## config.mk

```make
export PLATFORM = sky130hd
export DESIGN_NAME = wgtg_cell
export DESIGN_NICKNAME = d
export VERILOG_FILES = /design/src/hdl/wgtg_pkg.sv /design/src/hdl/wgtg_cell.sv
export SDC_FILE = /design/constraint.sdc
export NUM_CORES = 1
export LEC_CHECK = 0
export BUFFER_PORTS_ARGS = -buffer_cell sky130_fd_sc_hd__buf_2
export CAP_MARGIN = 5
export CORE_MARGIN = 4
export CORE_UTILIZATION = 57
export CTS_CLUSTER_SIZE = 40
export DETAILED_ROUTE_END_ITERATION = 10
export PLACE_DENSITY = 0.88
export SLEW_MARGIN = 20
export SYNTH_ARGS = -nofsm -noshare
export SYNTH_HDL_FRONTEND = slang
export SYNTH_SLANG_ARGS = --single-unit
```

## constraint.sdc

```tcl
create_clock -name i_clk -period 6.1 [get_ports i_clk]
set_input_delay 1.22 -clock i_clk [delete_from_list [all_inputs] [get_ports i_clk]]
set_output_delay 1.22 -clock i_clk [all_outputs]
set_load 0.01 [all_outputs]
```

## src/hdl/wgtg_pkg.sv

```systemverilog
// Package with widths, constants and types shared by the waypoint controller.
package wgtg_pkg;

    localparam int CORDIC_STEPS_DEF = 16;
    localparam int CORDIC_STEPS_MAX = 24;
    localparam int ZW = 20;
    localparam int XYW = 24;
    localparam logic signed [15:0] PI_Q13 = 16'sd25736;
    localparam logic signed [17:0] TWO_PI_Q13 = 18'sd51472;
    localparam logic signed [ZW-1:0] HALF_PI_Q16 = 20'sd102944;

    localparam logic [2:0] REG_DIST_START = 3'd0;
    localparam logic [2:0] REG_DIST_STOP = 3'd1;
    localparam logic [2:0] REG_ANG_START = 3'd2;
    localparam logic [2:0] REG_ANG_STOP = 3'd3;
    localparam logic [2:0] REG_HEAD_DONE = 3'd4;
    localparam logic [2:0] REG_TURN_GAIN = 3'd5;
    localparam logic [2:0] REG_DRIVE_GAIN = 3'd6;

    localparam logic OP_SET_GOAL = 1'b0;
    localparam logic OP_TICK = 1'b1;

    typedef struct packed {
        logic signed [XYW-1:0] x;
        logic signed [XYW-1:0] y;
        logic signed [ZW-1:0]  z;
    } t_vec;

    function automatic logic signed [ZW-1:0] atan_q16(input int i);
        logic signed [ZW-1:0] v;
        begin
            case (i)
                0: v = 20'sd51472;
                1: v = 20'sd30386;
                2: v = 20'sd16055;
                3: v = 20'sd8150;
                4: v = 20'sd4091;
                5: v = 20'sd2047;
                6: v = 20'sd1024;
                7: v = 20'sd512;
                8: v = 20'sd256;
                9: v = 20'sd128;
                10: v = 20'sd64;
                11: v = 20'sd32;
                12: v = 20'sd16;
                13: v = 20'sd8;
                14: v = 20'sd4;
                15: v = 20'sd2;
                16: v = 20'sd1;
                default: v = '0;
            endcase
            return v;
        end
    endfunction

endpackage

```

## src/hdl/wgtg_cell.sv

```systemverilog
// One CORDIC vectoring stage with a fixed shift, registered toward its neighbor.
module wgtg_cell import wgtg_pkg::*; #(
    parameter int STAGE = 0
) (
    input  logic i_clk,
    input  t_vec i_vec,
    output t_vec o_vec
);
    t_vec n_vec;
    t_vec r_vec;
    logic signed [XYW-1:0] xs;
    logic signed [XYW-1:0] ys;

    always_comb begin
        xs = i_vec.x >>> STAGE;
        ys = i_vec.y >>> STAGE;
        if (i_vec.y > 0) begin
            n_vec.x = i_vec.x + ys;
            n_vec.y = i_vec.y - xs;
            n_vec.z = i_vec.z + atan_q16(STAGE);
        end else begin
            n_vec.x = i_vec.x - ys;
            n_vec.y = i_vec.y + xs;
            n_vec.z = i_vec.z - atan_q16(STAGE);
        end
    end

    always_ff @(posedge i_clk) begin
        r_vec <= n_vec;
    end

    assign o_vec = r_vec;
endmodule

```

Word-level counts from Yosys, hierarchy flattened
Cells that the tools add are included.

word-level totals
  ROM bits = 0
  logic and storage cells = 10
  flip-flop bits (word level) = 68
  RAM bits = 0
  memories kept = 0
  input port bits = 69
  bits in latches = 0

cells by class
  $lt $le $gt $ge = 1
  equal/unequal tests = 0
  bitwise gates (word level) = 0
  divide/modulo/power cells = 0
  multiplexer cells = 1
  shift-type cells = 0
  reductions and logical operators = 0
  multipliers = 0
  add/sub/neg operators = 5

operator list
  kind                      number
  $mux W68                  1
  $sub A24 B24 Y24          2
  $add A24 B24 Y24          1
  $gt A24 B1 Y1 const B     1
  $add A20 B17 Y20 const B  1
  $sub A20 B17 Y20 const B  1

Logic depth before layout (Yosys ltp)
  depth after elaboration = 2
  mapped depth = 15
  mapped depth without buffers = 14

Least setup slack after synthesis
Ideal clock, no wire load.

  path kind = input to register
  start = input port i_vec[35] in the netlist's numbering
  end = register r_vec (netlist bit o_vec[19])
  library setup time = 0.072 ns
  data arrival time = 4.046 ns
  path slack = 1.981 ns
  stages on the path = 15
  cell sequence = nor4_1 nand4_1 nor2_1 or2_2 buf_6 clkbuf_1 ha_1 a21o_1 a21o_1 and2_1 a31oi_1 o211ai_1 a31o_2 a21oi_1 xnor2_1

RTL lines
  item                  line             text
  start, declared       wgtg_cell.sv:6   input t_vec i_vec,
  end signal, assigned  wgtg_cell.sv:29  r_vec <= n_vec;
  end, declared         wgtg_cell.sv:10  t_vec r_vec;

==> impl_metrics.csv <==
group,metric,value,unit
finish,nets,1010,
critical_path,end_kind,"register",
clock_tree,root_buffer,"clkbuf_8",
finish,multiInputGateArea,4060,um2
sta,slew_viol_final,0,
flow_run,max-cap-violations,0,
critical_path,crit_chain,"buf_2, nor4_1, nand4_1, nor2_1, or2_2, inv_2, fa_1, nor2b_1, o21ai_0, a21boi_0, o21ai_0, a211oi_1, o31ai_1, nor2b_1, xnor2_1",
critical_path,cp_data_arrival_time,4.75,ns
clock_tree,cts_setup_buffers,0,
sta,rsz0062_at_grt,"no",
sta,setup_tns,0,ns
finish,area_growth,14.9,%
clock_tree,ctsHtreeMaxLevel,3,
pwr,seqPwrFrac,0.348,
yosys,synth-edff-count,0,
routing,drtIter0Drc,563,
placement,gp_congestion,0.965,
critical_path,crit_family,"simple AND/OR/NAND/NOR gates",
critical_path,crit_path_max_fanout,40,
global_route,grt_first_pass_wirelength,26000,um
hold_path,hold_class,"input port to register",
floorplanning,start_util,0.594,
sta,max_freq,222,MHz
floorplanning,top_level_ports,137,
global_route,grt_pass1_vias,5518,
clock_tree,cts_buffers,9,
pwr,power.internal,0.989,mW
pwr,power.leakage,3.29,nW
critical_path,start_kind,"input port",
sta,fin_crit_sh,0.739,
routing,first_pass_iters,7,
floorplanning,fp.dieArea,12000,um2
yosys,yosysSeqAreaShare,0.228,
finish,largest_reg_flops,67,
yosys,synthesis.area,5880,um2
finish,seq_area,1340,um2
pwr,cellPowerDensity,236,nW/um2
clock_tree,tritoncts,"done",
critical_path,cp_slowest_cell,"fa_1",
sta,setup_viol,0,
yosys,async_reset_ff_frac,0,
pwr,clkPwrFrac,0.245,
finish,n_antenna_cell,0,
clock_tree,cts.path.max_buffers,2,
finish,mostFrequentLayoutCell,"buf_2",
placement,post-dp-hpwl,12900,um
placement,io_buffers,136,
finish,final_cell_mix,"buf_2, a21oi_1, ha_1, inv_1, dfxtp_1",
routing,drc,0,
floorplanning,num_rows,36,
pwr,power_switching,0.608,mW
sta,layout_min_cycle_time,4.51,ns
pwr,peakVddDrop,0.000125,V
floorplanning,die_y,110,um
critical_path,crit_type,"input port to register",
pwr,power.share.switching,0.381,
routing,antenna_left,0,
sta,worst_slew_margin_rel,0.501,
routing,detail_route.wirelength,16400,um
routing,wire_per_inst,16.6,um
routing,vias,5821,
finish,fillers,867,
clock_tree,path_clk_slew,0.08,ns
global_route,overflow,0,
yosys,post_synth.cell_area_avg,8.00,um2
pwr,p_comb_frac,0.407,
outcome,status,"finished clean",
global_route,grt_max_degree,50,
clock_tree,ctsHoldBuffers,0,
yosys,synthCells,735,
yosys,ys_seq_elements,67,
yosys,post_synth_num_cell_types,66,
finish,drive_gt1_frac,0.205,
finish,final_core_util,0.682,
pwr,finalPower,1.60,mW
sta,max_slew.worst_pin.slew,0.748,ns
yosys,synthFlopType,"dfxtp_1",
global_route,grt_usage,0.271,
routing,vias_per_cell,5.87,
clock_tree,clock_sinks,67,
critical_path,worstPathRequired,6.34,ns
critical_path,path_buf_inv,2,
global_route,antenna_found_initial,0,
clock_tree,ctsResizeCount,0,
floorplanning,die_w,110,um
sta,hold_viol,0,
yosys,synth-warning-count,0,
critical_path,crit_path_max_incr_delay,0.53,ns
yosys,synth_nets,891,
floorplanning,fp.coreArea,9910,um2
==> kinds of logic (layout without fill, tap and decap cells) <==
| kind of cell | Yosys count | after routing | synth area share |
|---|---|---|---|
| AOI/OAI and AO/OA | 243 | 243 | 0.268 |
| buffers and inverters | 110 | 234 | 0.0817 |
| muxes | 7 | 7 | 0.0119 |
| and+or+nand+nor | 164 | 164 | 0.135 |
| xor gates and xnor gates | 57 | 57 | 0.0849 |
| adders and majority gates | 87 | 87 | 0.190 |
| DFF | 67 | 67 | 0.228 |
==> power groups by stage <==
stage	combinational, mW	sequential, mW	clock, mW
final	0.650	0.556	0.391
after global routing	0.711	0.566	0.416
after CTS	0.643	0.557	0.396
after detailed placement	0.639	0.567	0
after global placement	0.631	0.565	0
after floorplan	0.370	0.620	0
==> cell type report <==
class | count | share of cell area
clock buffers | 9 | 0.0183
clock inverters | 7 | 0.0109
inverters | 81 | 0.0450
multi-input cells | 558 | 0.601
flip-flops and latches | 67 | 0.198
well taps | 133 | 0.0246
repair buffers | 137 | 0.102
==> layer usage <==
layer,vias to the layer above,track usage,part of all wire
li1,2805,-,-
met1,2641,0.344,0.42
met2,326,0.443,0.45
met3,49,0.0652,0.10
met4,0,0.104,0.035
met5,-,0,0
==> path summary, 6_finish.rpt <==
kind              startpoint  cells past startpoint         to
setup / recovery   i_vec[35]                     15  o_vec[16]
hold / removal      i_vec[0]                      1   o_vec[0]
==> cells in the mapped netlist, drive strengths merged, types with 4 or more instances <==
library cell,instances,area (um2)
nor2,59,221
fa,4,80.1
buf,13,92.6
nor2b,10,62.6
a31oi,8,50.1
mux2i,7,70.1
nand2,29,109
o21a,6,45.0
dfxtp,67,1340
or2,8,50.1
nor4,9,56.3
clkbuf,16,83.8
a21oi,84,420
xnor2,50,438
a21o,20,150
inv,80,300
ha,83,1040
or3,4,26.3
nand2b,5,31.3
nor3,11,55.1
o211ai,9,67.6
o21bai,13,97.6
o31ai,7,52.6
o221ai,4,35.0
o21ai,50,250
a211oi,9,67.6
a31o,5,43.8
nand4,9,56.3
a2bb2oi,4,35.0
xor2,7,61.3
nand3,7,35.0
==> per-stage QoR <==
stage | worst slack (ns) | hold WS (ns) | instances | area (um2)
global placement | 1.41 | 1.32 | 976 | 6560
global route | 1.27 | 0.943 | 992 | 6760
floorplan | 1.98 | 1.25 | 735 | 5880
finish | 1.59 | 0.962 | 992 | 6760
CTS | 1.60 | 0.957 | 992 | 6760
detailed placement | 1.28 | 1.32 | 976 | 6560
(Power assumes the default switching activity.)
