`src/hdl/wgtg_isqrt.sv`:
```
// Iterative square root of a 34-bit radicand; a start while busy abandons the current root and begins a new one.
module wgtg_isqrt (
    input  logic        i_clk,
    input  logic        i_rst_n,
    input  logic        i_start,
    input  logic [33:0] i_n,
    output logic        o_done,
    output logic [16:0] o_root
);
    logic [33:0] r_n, n_n;
    logic [33:0] r_r, n_r;
    logic [33:0] r_bit, n_bit;
    logic        r_busy, n_busy;
    logic        r_done;
    logic [33:0] sum;

    always_comb begin
        sum = r_r + r_bit;
        n_n = r_n;
        n_r = r_r;
        n_bit = r_bit;
        n_busy = r_busy;
        if (i_start) begin
            n_n = i_n;
            n_r = '0;
            n_bit = 34'h1_0000_0000;
            n_busy = 1'b1;
        end else if (r_busy) begin
            if (r_n >= sum) begin
                n_n = r_n - sum;
                n_r = (r_r >> 1) + r_bit;
            end else begin
                n_r = r_r >> 1;
            end
            n_bit = r_bit >> 2;
            if (r_bit[0]) begin
                n_busy = 1'b0;
            end
        end
    end

    always_ff @(posedge i_clk) begin
        if (!i_rst_n) begin
            r_busy <= 1'b0;
            r_done <= 1'b0;
        end else begin
            r_busy <= n_busy;
            r_done <= r_busy && !n_busy;
        end
        r_n <= n_n;
        r_r <= n_r;
        r_bit <= n_bit;
    end

    assign o_done = r_done;
    assign o_root = r_r[16:0];
endmodule

```
`config.mk`:
```
export PLATFORM = sky130hd
export DESIGN_NAME = wgtg_isqrt
export DESIGN_NICKNAME = d
export VERILOG_FILES = /design/src/hdl/wgtg_isqrt.sv
export SDC_FILE = /design/constraint.sdc
export NUM_CORES = 1
export LEC_CHECK = 0
export BUFFER_PORTS_ARGS = -buffer_cell sky130_fd_sc_hd__buf_2
export CAP_MARGIN = 20
export CORE_MARGIN = 2
export CORE_UTILIZATION = 35
export CTS_BUF_LIST = sky130_fd_sc_hd__clkbuf_8
export CTS_CLUSTER_DIAMETER = 40
export DETAILED_ROUTE_END_ITERATION = 7
export PLACE_DENSITY = 0.54
export SYNTH_ARGS = -nofsm -noshare
export SYNTH_HDL_FRONTEND = slang
export SYNTH_SLANG_ARGS = --single-unit
```
`constraint.sdc`:
```
create_clock -name i_clk -period 20.1 [get_ports i_clk]
set_clock_uncertainty 0.1 [all_clocks]
set_input_delay 0 -clock i_clk [delete_from_list [all_inputs] [get_ports i_clk]]
set_output_delay 0 -clock i_clk [all_outputs]
set_load 0.05 [all_outputs]
```
Word-level counts from Yosys, hierarchy flattened

Cells that the tools add are included.

Flip-flop bits (word level): 87
Logic and storage cells: 21

$add $sub $neg: 3
Order comparisons: 1
Multiplexer cells: 7
Reductions and logical operators: 5

Operators by type and width:

| operator                | count |
|---|---|
| two-way mux 34 bit      | 4 |
| adder 33 x 33 -> 34 bit | 1 |
| adder 34 x 33 -> 34 bit | 1 |
| >= comparator 34 bit    | 1 |
| subtractor 34 bit       | 1 |
| nonzero test 2 bit      | 2 |
| two-way mux 1 bit       | 3 |
| AND reduction 2 bit     | 1 |
| logical AND 1 bit       | 1 |
| logical NOT 1 bit       | 1 |

Depth between registers and ports, before layout

Gate-level depths: netlist of the first run.

Depth in word-level cells: 5
Mapped depth: 21
Gate-level depth less buffers: 19

Worst setup path after synthesis of the first run

No wires, ideal clock.

Path kind: register to register
Start point: register r_r[2]
End point: register r_n[0], enable pin
Data arrival time: 6434 ps
Data required time: 19528 ps
Setup slack: 13094 ps
Stages on the path, launching flop included: 18
Clock period less this slack: 7006 ps
Cells stage by stage: dfxtp_1 -> ha_1 -> a31oi_1 -> o21bai_1 -> a31oi_1 -> o21bai_1 -> a31oi_1 -> xor2_1 -> ha_1 -> nand2_1 -> or2_2 -> or4_1 -> a2111o_1 -> and3_1 -> or2_1 -> buf_6 -> clkbuf_1 -> o21ai_0

Cells in the longest elaborated chain, start to end: 4

RTL lines:

| item                          | line | RTL |
|---|---|---|
| start: declaration            | 11   | `logic [33:0] r_r, n_r;` |
| start signal: assignment      | 51   | `r_r <= n_r;` |
| adder 34 x 33 -> 34 bit       | 18   | `sum = r_r + r_bit;` |
| >= comparator 34 bit          | 29   | `if (r_n >= sum) begin` |
| nonzero test 2 bit (no line)  | --   |  |
| AND reduction 2 bit (no line) | --   |  |
| end signal: assignment        | 50   | `r_n <= n_n;` |
| end: declaration              | 10   | `logic [33:0] r_n, n_n;` |

No other way between the ends.
A chain may end at the register's enable or synchronous reset.

Final worst setup path of the first run

Start point: register r_r[2]
End point: register r_n[24], enable pin

The elaborated chain is that of the path after synthesis.

==> results of run 1 <==
[worst max-delay path, stage by stage, from the launching register on]
cell and delay (ns):
sky130_fd_sc_hd__dfxtp_1 0.37, sky130_fd_sc_hd__ha_1 0.35, sky130_fd_sc_hd__a31oi_1 0.13, sky130_fd_sc_hd__o21bai_1 0.31, sky130_fd_sc_hd__a21oi_1 0.19, sky130_fd_sc_hd__o31ai_1 0.58, sky130_fd_sc_hd__a21oi_1 0.18, sky130_fd_sc_hd__a211oi_1 0.50
sky130_fd_sc_hd__a31oi_1 0.18, sky130_fd_sc_hd__xor2_1 0.17, sky130_fd_sc_hd__ha_1 0.35, sky130_fd_sc_hd__or4_1 0.51, sky130_fd_sc_hd__o21ai_0 0.09, sky130_fd_sc_hd__a31oi_1 0.09, sky130_fd_sc_hd__a311oi_1 0.26, sky130_fd_sc_hd__and3_1 0.18
sky130_fd_sc_hd__buf_4 0.27, sky130_fd_sc_hd__or2_1 0.68, sky130_fd_sc_hd__buf_4 0.36, sky130_fd_sc_hd__o21ai_4 0.06, sky130_fd_sc_hd__buf_4 0.28
[power breakdown]
group          internal [mW]  switching, mW
registers              0.247         0.0395
clock network         0.0719         0.0724
logic                  0.267          0.447
total                  0.586          0.559
[final cells by class]
| class | instances | area (um^2) | share of cell area, % |
|---|---|---|---|
| Sequential cell | 87 | 2080 | 24.1 |
| Multi-Input combinational cell | 777 | 5210 | 60.4 |
| Timing Repair Buffer | 95 | 668 | 7.74 |
| Clock buffer | 13 | 179 | 2.07 |
| Tap cell | 280 | 350 | 4.06 |
| Clock inverter | 3 | 47.5 | 0.551 |
| Inverter | 23 | 86.3 | 1.00 |
[what timing repair did]
action	4_1_cts	5_1_grt
endpoints found under the hold margin	36	0
hold buffers	35	0
endpoints found under the setup margin	0	0
[registers in the layout (all words and copies together), names as in the netlist]
| signal | cells |
|---|---|
| r_n | 34 |
| r_r | 34 |
| r_bit | 17 |
| o_done | 1 |
| r_busy | 1 |
[routing by layer]
layer / global-route usage [%] / routed length (um)
met5: 0 / 0
met4: 5.65 / 403
met3: 2.22 / 766
met2: 28.2 / 9190
met1: 26.8 / 11000
[worst paths after layout]
check	cells after the start	start	to
max	20	r_r[2]$_SDFFE_PP0P_	r_n[24]$_DFFE_PP_
min	2	i_start	r_n[7]$_DFFE_PP_
max reg2reg	20	r_r[2]$_SDFFE_PP0P_	r_n[24]$_DFFE_PP_
min reg2reg	2	r_r[0]$_SDFFE_PP0P_	r_r[0]$_SDFFE_PP0P_
[layout by cell type, fill, tap and decap left out, types with 10 or more instances in the layout]
master / Yosys / layout
sky130_fd_sc_hd__o21a_1: 14 / 14
sky130_fd_sc_hd__and3_1: 11 / 11
sky130_fd_sc_hd__o21bai_1: 15 / 15
sky130_fd_sc_hd__nor3_1: 24 / 24
sky130_fd_sc_hd__nand4_1: 13 / 13
sky130_fd_sc_hd__o31ai_1: 12 / 12
sky130_fd_sc_hd__ha_1: 70 / 70
sky130_fd_sc_hd__a21o_1: 22 / 22
sky130_fd_sc_hd__nand2_1: 102 / 102
sky130_fd_sc_hd__a31oi_1: 24 / 24
sky130_fd_sc_hd__or3_1: 10 / 10
sky130_fd_sc_hd__o211ai_1: 12 / 12
sky130_fd_sc_hd__nor2_1: 86 / 86
sky130_fd_sc_hd__clkbuf_8: 0 / 13
sky130_fd_sc_hd__dfxtp_1: 53 / 52
sky130_fd_sc_hd__xnor2_1: 33 / 33
sky130_fd_sc_hd__xor2_1: 33 / 33
sky130_fd_sc_hd__dlygate4sd3_1: 0 / 35
sky130_fd_sc_hd__nor2b_1: 16 / 16
sky130_fd_sc_hd__a21oi_1: 62 / 62
sky130_fd_sc_hd__a311oi_1: 19 / 19
sky130_fd_sc_hd__buf_2: 3 / 53
sky130_fd_sc_hd__a211oi_1: 22 / 22
sky130_fd_sc_hd__nand3_1: 20 / 20
sky130_fd_sc_hd__o21ai_0: 63 / 62
sky130_fd_sc_hd__mux2i_1: 17 / 17
sky130_fd_sc_hd__inv_1: 21 / 21
sky130_fd_sc_hd__edfxtp_1: 34 / 34
[cell families after synthesis]
logic type,Yosys count,share of synthesized area [%]
buf+inv,84,5.18
xor+xnor,66,7.53
fa+ha+maj,71,11.7
simple gates,315,19.2
flops,87,27.1
mux,20,2.66
compound gates,305,26.6
==> results summary, run 1 <==
CTS built an H-tree with a depth of 3. The chip height is 152 um. For this run, design rule violations remaining after detail routing come to 0. After detailed placement, the design holds a cell count of 1,227.

Counting the buffers created by CTS gives 9. The power density over cell area is 133 nW/um^2. The congestion estimate from routability-driven global placement came to 0.901. The count of standard-cell rows came out at 54. The number of instances in the synthesized netlist is 948. Using the TritonRoute via totals, the vias-per-cell ratio works out to 5.58. The post-place instance area is 8050 um^2. sky130_fd_sc_hd__nand2_1 is the most common cell in the netlist. In this run the clock root is driven by a sky130_fd_sc_hd__clkbuf_8. 55 I/O pins were placed. The initial antenna violation count is 0.

The number of DRC markers after the initial detailed-route iteration is 543. The largest net degree at the start of global routing is 73. The final setup slack of the worst path came out at 13.51 ns. The wire length of the first global-routing pass came out at 34.8 mm. The required time of the critical path came out at 20.08 ns. The run finished with clean final reports. The power consumption is 1.14 mW.

The setup-violating endpoint count in the final report came out at 0. The commonest cells after synthesis are sky130_fd_sc_hd__nand2_1, sky130_fd_sc_hd__nor2_1, sky130_fd_sc_hd__ha_1. The most used flip-flop cell after synthesis is sky130_fd_sc_hd__dfxtp_1. After the flow finishes, the layout carries non-filler instances totaling 1,278. Yosys attributes the largest share of cell area to sky130_fd_sc_hd__dfxtp_1, sky130_fd_sc_hd__edfxtp_1, sky130_fd_sc_hd__ha_1. Setup repair after global routing left no endpoint under its margin.

Setup total negative slack on the finished layout was measured at 0 ns. STA classifies the critical path startpoint as a register. Averaged over all synthesized cells, the footprint is 8.10 um^2.

The post-route antenna net violation count is 0. For this run, the share of the core covered by cells in the final layout is 39.8%. The total wire length after detailed routing is 21.4 mm. The worst path needs 6.59 ns of the cycle, external delays included.

The number of filler instances in the final layout came out at 2,202. The horizontal die dimension came out at 152 um. The area growth from synthesis to final layout came out at 12.4%. Synthesis inferred 87 register bits. The latest clock arrival within the worst-skew pair is 0.39 ns. The class of the most critical hold timing path is input pin to register. The warning count from the yosys run came out at 0. Along the worst path, the maximum fanout reaches 34. The endpoint arrival time on the critical path came out at 6.57 ns. The setup slack on the worst flop-to-flop path is 13.51 ns. The cell area after technology mapping came out at 7670 um^2. The share of the cycle needed by the critical path after routing is 32.8%. The number of global-route vias before repair is 6,680. For this run the aggregate overflow at the end of global routing stands at 0. The number of unique standard cell types used by synthesis is 69.

The number of resized instances in the post-cts repair step is 0. IR analysis of the VDD net gives a maximum drop of 0.0000597 V. The clock passes through at most 2 buffers.

The final-report max-slew violation count is 0. When the netlist entered floorplanning its net count stood at 1,056. The half-perimeter wire length of the detailed placement result came out at 15.7 mm.

The minimum setup slack after placement is 13.50 ns. The overall via count from detail_route is 7,128. The part of the Yosys area used for sequential elements is 27.1%. The maximum clock frequency is 0.152 GHz. The floorplan step defined a core boundary enclosing 21,700 um^2. The number of enable flip-flop cells after synthesis is 34. The count of final hold-check violations was 0. The smallest hold slack is 0.121 ns. The critical path is of the register to register type.

The total die area is 23,100 um^2. STA classifies the critical path endpoint as a register. The clock transition at the registers of the reported paths came out at 0.10 ns.

For this run, the total global-route usage over all layers was measured as 18.3%. The average wire per cell in the routed design is 16.7 um. The total setup buffers inserted after CTS is 0. Max-cap violations in this run came to 0. The clock net sink count is 87.

The effective utilization at floorplan came out at 35.4%. The count of inserted antenna diode cells is 0. The slew at the pin closest to its max-slew limit came out at 0.845 ns. TritonCTS built the clock tree.

The share of post-route cells with drive strength above 1 is 9.52%. The total iterations of the first detailed-routing run is 5. The remaining max-slew budget at the tightest pin is 43.7%. The number of buffer cells added on primary ports came out at 54. The final non-filler cell area is 8630 um^2.

The portion of synthesized cell area occupied by the leading cell type came out at 13.8%. The largest total area in the synthesized netlist belongs to sky130_fd_sc_hd__dfxtp_1. The share of async-settable or async-resettable flops after synthesis is 0%. The leakage dissipation is 3.33 nW. The final net count came out at 1,101.
Power figures use the tool's default switching activity.
==> run 2: changes to the inputs <==
--- a/config.mk
+++ b/config.mk
@@ -12,7 +12,7 @@
 export CTS_BUF_LIST = sky130_fd_sc_hd__clkbuf_8
 export CTS_CLUSTER_DIAMETER = 40
 export DETAILED_ROUTE_END_ITERATION = 7
-export PLACE_DENSITY = 0.54
+export PLACE_DENSITY = 0.56
 export SYNTH_ARGS = -nofsm -noshare
 export SYNTH_HDL_FRONTEND = slang
 export SYNTH_SLANG_ARGS = --single-unit
==> constraint.sdc (replaced) <==
create_clock -name i_clk -period 5.8 [get_ports i_clk]
set_clock_uncertainty 0.1 [all_clocks]
set_input_delay 0 -clock i_clk [delete_from_list [all_inputs] [get_ports i_clk]]
set_output_delay 0 -clock i_clk [all_outputs]
set_load 0.05 [all_outputs]
==> run 2 against run 1 <==
Against the previous run:
- flip-flop and latch count unchanged
- first-iteration DRC count decreased by 25%
- power increased to 3.5 times the previous value
- clock power increased to 3.3 times the previous value
- sequential power increased to 3.4 times the previous value
- critical path depth decreased by 2
- die area unchanged
- non-clock buffer count increased by 9
- cell area increased by 0.65%
- final cell count increased by 0.70%
- largest cell class unchanged
- largest power group unchanged
==> results summary, run 2 (synthesized netlist as in run 1, its figures left out) <==
The flow ran to the end, and the final reports show no timing, DRC or antenna violations. The number of buffers created by CTS is 9. The count of final hold-check violations is 0. The timing startpoint of the critical path is r_bit[0]$_SDFFE_PP0P_. Across the run, the number of max-cap violations was 0. The total die area came out at 23,100 um^2. Among all stages on the critical path, the largest delay is contributed by sky130_fd_sc_hd__or4_1. The final non-filler cell area is 8680 um^2. At the end of the flow, the number of nets in the layout was 1,110. Of the total power, the clock network draws 11.7%. The portion of total power attributed to combinational logic came out at 63.6%. The share of post-route cells with drive strength above 1 came out at 10.5%. Setup repair after global routing left no endpoint under its margin. In this design, the largest share of critical-path delay is due to compound AO/OA/AOI/OAI gates. The total iterations of the first detailed-routing run is 7. In this run the register-to-register setup slack is 0.45 ns. The clock passes through at most 2 buffers.

Once routing completed, OpenROAD measured the worst setup slack at 0.455 ns. For this run, the total global-route usage over all layers was measured as 18.2%. The number of buffer cells added on primary ports came out at 54. The setup total negative slack is 0 ns.

For this design, the sink count on the clock tree is 87. For the pin with the worst max-slew slack, the measured transition is 0.855 ns. The post-place instance area came out at 8120 um^2. The average wire per cell in the routed design came out at 16.5 um. The share of the cycle needed by the critical path after routing is 92.2%.

The library cells used most frequently in the layout, excluding fill and tap cells, are sky130_fd_sc_hd__nand2_1, sky130_fd_sc_hd__nor2_1, sky130_fd_sc_hd__ha_1. The required time of the critical path is 5.72 ns. Data arrives at the worst endpoint at 5.27 ns. The setup path with the least slack is of type register to register. The part of the power in registers came out at 24.7%. STA classifies the critical path endpoint as a register. In this run the static leakage power is 3.37 nW. The via-per-instance ratio is 5.47. From left edge to right edge, the die measures 152 um. The DRC violation count after routing came out at 0. The detail route stage leaves a number of antenna-violating nets equal to 0.

Dividing total power by cell area gives a power density of 460 nW/um^2. Derived from the worst setup path, the maximum achievable clock frequency is 0.187 GHz. Leaving out filler cells and counting taps, the final layout contains 1,287. The utilization after layout is 40.0%.

Traced cell by cell, the critical path runs through ha_1 -> ha_1 -> a21o_1 -> a31o_2 -> a31oi_1 -> nor2_1 -> nor2_1 -> nor2_1 -> o21ai_0 -> xor2_1 -> ha_1 -> nand2_1 -> or4_1 -> a2111o_1 -> and3_1 -> or2_1 -> o21ai_4 -> buf_4. The net switching power figure came out at 1.97 mW. The wire length of the first global-routing pass came out at 34.7 mm. STA classifies the critical path startpoint as a register. For the worst flop-to-flop path, the logic depth is 18.

The clock transition at the registers of the reported paths is 0.10 ns. The first routing iteration left 407 violations. The number of filler instances in the final layout is 2,228. At the later pin of the worst-skew pair, clock insertion delay measures 0.39 ns. The routed layout has 7,045 vias. The worst register-to-register path begins at r_bit[0]$_SDFFE_PP0P_. The highest cell delay on the worst timing path came out at 0.52 ns.

The final-report max-slew violation count came to 0. The end point of the critical path is r_n[16]$_DFFE_PP_. The smallest hold slack came out at 0.111 ns. The count of buffering cells on the critical path with inverters included came out at 1.

The cell sitting at the root of the clock tree is a sky130_fd_sc_hd__clkbuf_8. The floorplan has 54 rows. In the final layout, the registers with the most flip-flops are r_n (34), r_r (34), r_bit (17). The internal power consumption is 2.03 mW. The total setup buffers inserted after CTS is 0.

The area of the core is 21,700 um^2. The initial antenna violation count is 0. The power consumption is 3.99 mW. The setup-violating endpoint count in the final report came out at 0. The number of top-level design ports came out at 55. Prior to clock tree synthesis, the placed netlist has a worst setup slack of 0.389 ns. In this run the critical register-to-register path is captured at r_n[16]$_DFFE_PP_. The logic depth of the worst path, buffers included is 18. The effective utilization at floorplan is 35.4%. The remaining max-slew budget at the tightest pin is 43.0%. TritonCTS built the clock tree.

The area growth from synthesis to final layout came out at 13.2%. The worst path needs 5.35 ns of the cycle, external delays included. The number of cells in the design after placement is 1,236.

The clock tree synthesis step divided the H-tree into 3 levels. The count of inserted antenna diode cells is 0. For this run the aggregate overflow at the end of global routing stands at 0.

The largest fanout on the critical path is 34. The path class of the tightest hold or removal check is input pin to register. The half-perimeter wire length of the detailed placement result came out at 15.6 mm. The final weighted congestion of routability-driven global placement is 0.901.

The number of global-route vias before repair came out at 6,694. The total wire length after detailed routing came out at 21.3 mm. The fraction of power spent switching nets came out at 49.3%. The chip height is 152 um. The largest net degree at the start of global routing came out at 73. The maximum vdd drop is 0.000198 V. The library cell used most frequently in the layout, excluding fill and tap cells, is sky130_fd_sc_hd__nand2_1.
## run 2: changes by cell type in the layout (fill, tap and decap cells not counted), sizes merged
cell,before,now
buf,60,69
clkbuf,13,10
inv,23,25
clkinv,2,3
## run 2: cell type report
cell class	count	area, um^2	area share [%]
Clock inverter	6	65.1	0.749
Multi-Input combinational cell	777	5230	60.2
Sequential cell	87	2080	24.0
Timing Repair Buffer	104	736	8.47
Clock buffer	10	138	1.58
Inverter	23	86.3	0.994
Tap cell	280	350	4.03
## run 2: routing by layer
| metal | GRT usage (%) | part of all wire [%] |
|---|---|---|
| met4 | 5.12 | 1.6 |
| met2 | 28.3 | 43 |
| met5 | 0 | 0 |
| met3 | 1.77 | 3.0 |
| met1 | 26.7 | 53 |
## run 2: power groups by stage
stage | registers (mW) | clock network (mW) | logic [mW]
final | 0.984 | 0.468 | 2.54
after global routing | 1.01 | 0.507 | 2.83
after CTS | 0.983 | 0.483 | 2.52
after detailed placement | 0.997 | 0 | 2.49
after global placement | 0.994 | 0 | 2.49
after floorplan | 0.950 | 0 | 1.95
## run 2: worst min-delay path by stage
stage / slack, ns / cells past startpoint / to / from
floorplan: 0.02 / 1 / r_busy$_SDFF_PN0_ / i_rst_n
global placement: 0.17 / 2 / r_busy$_SDFF_PN0_ / i_rst_n
detailed placement: 0.15 / 2 / r_busy$_SDFF_PN0_ / i_rst_n
CTS: 0.11 / 2 / r_n[3]$_DFFE_PP_ / i_start
global route: 0.17 / 2 / r_n[28]$_DFFE_PP_ / i_start
finish: 0.11 / 2 / r_n[3]$_DFFE_PP_ / i_start
## run 2: worst reg2reg max path, delay by kind of cell, from the launching register on
family,cells,cell delay (ns)
compound gates,6,1.56
xor+xnor,1,0.13
fa+ha+maj,3,0.86
buf+inv,1,0.45
flops,1,0.37
simple gates,7,1.50
## run 2: what timing repair did
action	4_1_cts	5_1_grt
hold buffers	35	0
endpoints found under the hold margin	36	0
resized for setup	0	2
setup endpoints to repair	0	51
